$ cat config.mk
export PLATFORM = sky130hd
export DESIGN_NAME = multitap_keypad_text_entry_unit
export DESIGN_NICKNAME = d
export VERILOG_FILES = /design/src/design/mtke_pkg.sv /design/src/design/mtke_seq.sv /design/src/design/multitap_keypad_text_entry_unit.sv
export SDC_FILE = /design/constraint.sdc
export NUM_CORES = 1
export LEC_CHECK = 0
export ABC_AREA = 1
export BUFFER_PORTS_ARGS = -buffer_cell sky130_fd_sc_hd__buf_2
export CAP_MARGIN = 5
export CORE_ASPECT_RATIO = 0.75
export CORE_MARGIN = 4
export CORE_UTILIZATION = 57
export CTS_CLUSTER_SIZE = 8
export DETAILED_ROUTE_END_ITERATION = 8
export PLACE_DENSITY = 0.83
export SYNTH_ARGS = -nofsm -noshare
export SYNTH_HDL_FRONTEND = slang
export SYNTH_SLANG_ARGS = --single-unit
$ cat constraint.sdc
create_clock -name i_clk -period 3.9 [get_ports i_clk]
set_clock_uncertainty 0.05 [all_clocks]
set_input_delay 0.585 -clock i_clk [delete_from_list [all_inputs] [get_ports i_clk]]
set_output_delay 0.585 -clock i_clk [all_outputs]
set_load 0.02 [all_outputs]
$ cat src/design/mtke_pkg.sv
// Package for the multitap keypad text entry unit.
// Holds the item and result types, key codes and the per-key character tables.
// No dependencies.
package mtke_pkg;

    localparam logic [3:0] NO_KEY   = 4'd15;
    localparam logic [3:0] KEY_STAR = 4'd10;

    typedef enum logic [0:0] {
        ACT_PRESS   = 1'b0,
        ACT_CONFIRM = 1'b1
    } t_action;

    typedef struct packed {
        t_action    action;
        logic [3:0] key;
    } t_item;

    typedef struct packed {
        logic       emitted;
        logic [7:0] emitted_char;
        logic       tap_active;
        logic [7:0] current_char;
    } t_result;

    typedef logic [0:4][7:0] t_row;

    localparam t_row KEY_ROWS [16] = '{
        '{" ", "0", 8'h00, 8'h00, 8'h00},
        '{".", ",", "!", "?", "1"},
        '{"a", "b", "c", "2", 8'h00},
        '{"d", "e", "f", "3", 8'h00},
        '{"g", "h", "i", "4", 8'h00},
        '{"j", "k", "l", "5", 8'h00},
        '{"m", "n", "o", "6", 8'h00},
        '{"p", "q", "r", "s", "7"},
        '{"t", "u", "v", "8", 8'h00},
        '{"w", "x", "y", "z", "9"},
        '{"*", 8'h00, 8'h00, 8'h00, 8'h00},
        '{8'h00, 8'h00, 8'h00, 8'h00, 8'h00},
        '{8'h00, 8'h00, 8'h00, 8'h00, 8'h00},
        '{8'h00, 8'h00, 8'h00, 8'h00, 8'h00},
        '{8'h00, 8'h00, 8'h00, 8'h00, 8'h00},
        '{8'h00, 8'h00, 8'h00, 8'h00, 8'h00}
    };

    localparam logic [2:0] KEY_COUNTS [16] = '{
        3'd2, 3'd5, 3'd4, 3'd4, 3'd4, 3'd4, 3'd4, 3'd5,
        3'd4, 3'd5, 3'd1, 3'd0, 3'd0, 3'd0, 3'd0, 3'd0
    };

    function automatic logic [7:0] key_char(logic [3:0] key, logic [2:0] pos);
        t_row row;
        logic [7:0] ch;
        begin
            row = KEY_ROWS[key];
            case (pos)
                3'd0: ch = row[0];
                3'd1: ch = row[1];
                3'd2: ch = row[2];
                3'd3: ch = row[3];
                3'd4: ch = row[4];
                default: ch = 8'h00;
            endcase
            return ch;
        end
    endfunction

endpackage

$ cat src/design/mtke_seq.sv
// Multitap sequence state and its single-pass update for one item.
// Depends on mtke_pkg for types, key codes and character tables.
module mtke_seq
    import mtke_pkg::*;
(
    input  logic    i_clk,
    input  logic    i_rst_n,
    input  logic    i_step,
    input  t_item   i_item,
    output t_result o_result
);

    logic [3:0] r_held_key, n_held_key;
    logic [2:0] r_pos, n_pos;
    logic       r_active, n_active;
    logic [7:0] r_pending, n_pending;
    logic       emit;
    logic [7:0] emit_code;
    logic [2:0] step_pos;

    always_comb begin
        n_held_key = r_held_key;
        n_pos      = r_pos;
        n_active   = r_active;
        n_pending  = r_pending;
        emit       = 1'b0;
        emit_code  = 8'h00;
        step_pos   = r_pos + 3'd1;
        if (step_pos >= KEY_COUNTS[i_item.key]) begin
            step_pos = 3'd0;
        end
        if (i_item.action == ACT_CONFIRM) begin
            if (r_active) begin
                emit       = 1'b1;
                emit_code  = r_pending;
                n_held_key = NO_KEY;
                n_pos      = 3'd0;
                n_active   = 1'b0;
                n_pending  = 8'h00;
            end
        end else if (i_item.key <= KEY_STAR) begin
            if (r_active && i_item.key == r_held_key) begin
                n_pos     = step_pos;
                n_pending = key_char(i_item.key, step_pos);
            end else begin
                if (r_active) begin
                    emit      = 1'b1;
                    emit_code = r_pending;
                end
                n_held_key = i_item.key;
                n_pos      = 3'd0;
                n_active   = 1'b1;
                n_pending  = key_char(i_item.key, 3'd0);
            end
        end
        o_result.emitted      = emit;
        o_result.emitted_char = emit_code;
        o_result.tap_active   = n_active;
        o_result.current_char = n_active ? n_pending : 8'h00;
    end

    always_ff @(posedge i_clk) begin
        if (!i_rst_n) begin
            r_held_key <= NO_KEY;
            r_pos      <= 3'd0;
            r_active   <= 1'b0;
            r_pending  <= 8'h00;
        end else if (i_step) begin
            r_held_key <= n_held_key;
            r_pos      <= n_pos;
            r_active   <= n_active;
            r_pending  <= n_pending;
        end
    end

    a_idle_clear: assert property (@(posedge i_clk) disable iff (!i_rst_n)
        !r_active |-> (r_held_key == NO_KEY && r_pos == 3'd0 && r_pending == 8'h00))
        else $error("idle state not cleared");

    a_pos_range: assert property (@(posedge i_clk) disable iff (!i_rst_n)
        r_active |-> (r_held_key <= KEY_STAR && r_pos < KEY_COUNTS[r_held_key]))
        else $error("held key or position out of range");

    a_pending_match: assert property (@(posedge i_clk) disable iff (!i_rst_n)
        r_active |-> r_pending == key_char(r_held_key, r_pos))
        else $error("pending character does not match table");

    a_confirm_clears: assert property (@(posedge i_clk) disable iff (!i_rst_n)
        (i_step && i_item.action == ACT_CONFIRM) |=> !r_active)
        else $error("confirm did not end the sequence");

endmodule

$ cat src/design/multitap_keypad_text_entry_unit.sv
// Multitap keypad text entry: input register, sequence update, result register.
// A request is held in the input register, then its result in the result register.
// Throughput: one request per cycle while results are taken; the input register
// takes one more request while a result waits, then the input side stalls.
// Reset (synchronous, active low) empties both registers and ends any sequence.
// Depends on mtke_pkg and mtke_seq.
module multitap_keypad_text_entry_unit
    import mtke_pkg::*;
(
    input  logic        i_clk,
    input  logic        i_rst_n,
    input  logic        s_axis_tvalid,
    output logic        s_axis_tready,
    input  logic [7:0]  s_axis_tdata,   // [3:0] key, [7:4] zero
    input  logic        s_axis_tuser,   // [0] action
    output logic        m_axis_tvalid,
    input  logic        m_axis_tready,
    output logic [23:0] m_axis_tdata    // [0] emitted, [8:1] emitted_char,
                                        // [9] tap_active, [17:10] current_char,
                                        // [23:18] zero
);

    logic    r_in_valid;
    t_item   r_item;
    logic    r_out_valid;
    t_result r_out;
    t_result step_result;
    logic    advance;

    assign advance       = r_in_valid && (!r_out_valid || m_axis_tready);
    assign s_axis_tready = !r_in_valid || advance;

    always_ff @(posedge i_clk) begin
        if (!i_rst_n) begin
            r_in_valid <= 1'b0;
        end else if (s_axis_tready) begin
            r_in_valid <= s_axis_tvalid;
        end
    end

    always_ff @(posedge i_clk) begin
        if (s_axis_tready && s_axis_tvalid) begin
            r_item.action <= t_action'(s_axis_tuser);
            r_item.key    <= s_axis_tdata[3:0];
        end
    end

    mtke_seq u_seq (
        .i_clk    (i_clk),
        .i_rst_n  (i_rst_n),
        .i_step   (advance),
        .i_item   (r_item),
        .o_result (step_result)
    );

    always_ff @(posedge i_clk) begin
        if (!i_rst_n) begin
            r_out_valid <= 1'b0;
        end else if (advance) begin
            r_out_valid <= 1'b1;
        end else if (m_axis_tready) begin
            r_out_valid <= 1'b0;
        end
    end

    always_ff @(posedge i_clk) begin
        if (advance) begin
            r_out <= step_result;
        end
    end

    assign m_axis_tvalid = r_out_valid;
    assign m_axis_tdata  = {6'd0, r_out.current_char, r_out.tap_active,
                            r_out.emitted_char, r_out.emitted};

endmodule

==> impl_metrics.yaml <==
sta:
  tightest_slew_ps: 792.2
  slew_violations: 0
  tns_ps: 0
  relSlewSlack: 0.4686
  max_freq_mhz: 303.0
  rsz0062_at_grt: "no"
  finalCritPeriodShare: 0.8463
  setup_violations: 0
  hold_violations: 0
  whs_ps: 406.0
  setup_slack_ps: 599.4
  min_period_ps: 3301
worst_setup_path:
  cp-end-kind: "register"
  r2r_end: "m_axis_tdata[15]"
  reg2reg_slack_ps: 600
  worstSetupStartpointType: "register"
  path_class: "register to register"
  cp.arrival_ps: 3390
  r2r_start: "r_item[1]"
  reg2regPathDepth: 20
  cp_data_required_time_ps: 3990
  crit_path_max_fanout: 9
routing:
  firstDrtPassIters: 7
  drcViolationCount: 0
  routed_via_density: 5.460
  routedWlPerCell_um: 13.68
  dr_total_vias: 2457
  ant_nets: 0
  drt_iter0_drc: 236
  drt-total-wl_um: 6158
clock_tree:
  clk_pin_slew_ps: 70
  cts_sinks: 41
  cts_max_level: 2
  postCtsResizedCells: 0
  post_cts_buffers: 0
  clk_latency_ps: 310
  numCtsBuffers: 5
  cts_tree: "yes"
  cts_buffer_depth: 2
  cts_hold_buf: 0
  clock-root-buffer: "clkbuf_8"
synth:
  yosys-top-cells-area: "edfxtp_1 26%, dfxtp_1 14%, nand2_1 13%, a21oi_1 7.8%, nand3_1 7.0%"
  synth_area_per_cell_um2: 7.189
  syn_inst: 366
  yosysWarnings: 0
  yosys.area.top_type: "edfxtp_1"
  yosysSeqAreaShare: 0.3994
  syn-cell-area_mm2: 0.002631
  synth.distinct_cells: 30
  yosysTopAreaCellShare: 0.2625
  synth_seq_cells: 41
floorplan:
  die_w_um: 86.46
  initial_core_util: 0.5891
  fp.coreArea_mm2: 0.004467
  die_y_um: 66.84
  io_pins: 39
  rows: 21
  dieArea_mm2: 0.005779
placed_design:
  dp.cells: 442
  post_dp_cell_area_mm2: 0.002776
  hpwl_um: 4537
  port_buffers: 28
  place_ws_ps: 646.3
  gp_congestion: 0.9361
final_layout:
  regArea_mm2: 0.001051
  multi_input_area_mm2: 0.001300
  nets: 414
  layout-drive-gt1-share: 0.1374
  fin_area_mm2: 0.002897
  area_growth_pct: 10.08
  fill_cells: 410
  num_antenna_cells: 0
  final_util: 0.6485
  final_cells: 450
global_route:
  grt_pass1_wl_um: 10040
  overflow: 0
  grt_max_degree: 26
  track_usage: 0.2237
  grt_pass1_vias: 2249
  grt_antenna_before_repair: 0
power_and_ir_drop:
  power_density_mw_per_mm2: 360.2
  vdd_drop_max_v: 0.0002559
  finalPower_mw: 1.043
  leakagePower_nw: 1.385
hold_path:
  holdPathEnd: "r_item[3]"
  whs_path_depth: 1
  hp-class: "input pin to register"
  hold_start: "s_axis_tdata[3]"
job:
  drv_cap: 0
outcome:
  status: "complete, no violations"
-- worst max-delay path, stage by stage, from the launching register on --
cell      delay, ps
edfxtp_1        570
inv_1           170
ha_1            320
inv_1            90
o21ai_0          80
nand2_1         120
nand2_1          70
ha_1            290
inv_1            50
nand2_1          40
nand2_1         140
nand3_2         220
inv_2           230
nand2_2          80
nor2_1          120
nor2_1           70
nand2_1          60
nand2_1          50
nand2_1          60
nand2_1          70
a21oi_1         170
-- layout by cell type (no fill, tap or decap), types with 2 or more instances in the layout --
cell | netlist | layout
a21oi_1 | 41 | 41
buf_2 | 5 | 28
clkbuf_8 | 0 | 6
clkinv_1 | 2 | 2
conb_1 | 1 | 6
dfxtp_1 | 18 | 18
edfxtp_1 | 23 | 23
ha_1 | 9 | 9
inv_1 | 49 | 49
inv_2 | 6 | 6
nand2_1 | 89 | 89
nand3_1 | 37 | 37
nand4_1 | 4 | 4
nor2_1 | 27 | 27
nor2_2 | 2 | 2
nor2_4 | 2 | 2
o21ai_0 | 18 | 18
o21ai_1 | 8 | 8
o21ai_2 | 2 | 2
xor2_1 | 5 | 5
-- synthesized netlist by cell type --
| cell | n |
|---|---|
| o21ai_1 | 8 |
| nand2_1 | 89 |
| a21oi_2 | 1 |
| nand2_2 | 1 |
| nand3_2 | 1 |
| nand3_1 | 37 |
| nor2_4 | 2 |
| edfxtp_1 | 23 |
| clkinv_1 | 2 |
| o21ai_2 | 2 |
| nor2_1 | 27 |
| buf_4 | 7 |
| xor2_2 | 1 |
| dfxtp_1 | 18 |
| a21oi_1 | 41 |
| xnor2_1 | 1 |
| o211ai_2 | 1 |
| nor4_1 | 1 |
| ha_1 | 9 |
| clkbuf_1 | 2 |
| xor2_1 | 5 |
| o21ai_0 | 18 |
| nand2_4 | 1 |
| inv_1 | 49 |
| nand3b_1 | 1 |
| nand4_1 | 4 |
| buf_2 | 5 |
| nor2_2 | 2 |
| inv_2 | 6 |
| conb_1 | 1 |
-- cell type report --
type                            count  share of cell area
Clock inverter                      2             0.01296
Clock buffer                        6             0.02851
Timing Repair Buffer               28             0.04838
Sequential cell                    41              0.3629
Tap cell                           57             0.02462
Inverter                           57             0.07387
Multi-Input combinational cell    259              0.4488
-- routing by layer --
metal	routed length (um)	global-route usage	vias up
met2	2774	0.3464	117
met4	95	0.08949	0
met5	0	0	-
li1	-	-	1230
met3	513	0.04574	12
met1	2775	0.3060	1098
-- state kept, by name, indices dropped and copies added, names as in the netlist --
signal	cells
r_in_valid	1
m_axis_tdata	18
m_axis_tvalid	1
u_seq.r_pending	8
r_item	5
u_seq.r_active	1
u_seq.r_pos	3
u_seq.r_held_key	4
-- how the worst max path moves through the flow --
stage          startpoint                to  slack, ps  depth (start not counted)
2_1_floorplan   r_item[0]  m_axis_tdata[10]       1170                         22
3_3_place_gp    r_item[0]  m_axis_tdata[15]        770                         20
3_5_place_dp    r_item[1]  m_axis_tdata[15]        650                         20
4_1_cts         r_item[1]  m_axis_tdata[15]        610                         20
5_1_grt         r_item[1]  m_axis_tdata[15]        280                         20
6_report        r_item[1]  m_axis_tdata[15]        600                         20
-- cell families (layout without fill, tap and decap cells) --
| logic type | after synthesis | in the layout | share of synthesized area |
|---|---|---|---|
| simple gates | 166 | 166 | 0.2744 |
| compound gates | 71 | 71 | 0.1422 |
| buf+inv | 71 | 93 | 0.1136 |
| flops | 41 | 41 | 0.3994 |
| fa+ha+maj | 9 | 9 | 0.04280 |
| xor+xnor | 7 | 7 | 0.02615 |
| other cells | 1 | 6 | 0.001425 |
-- where the power goes --
part / switching, mW / internal, mW
clock network: 0.153 / 0.208
registers: 0.0193 / 0.480
logic: 0.128 / 0.0548
total: 0.300 / 0.743
Note: power is estimated with default switching activity, not from simulation.
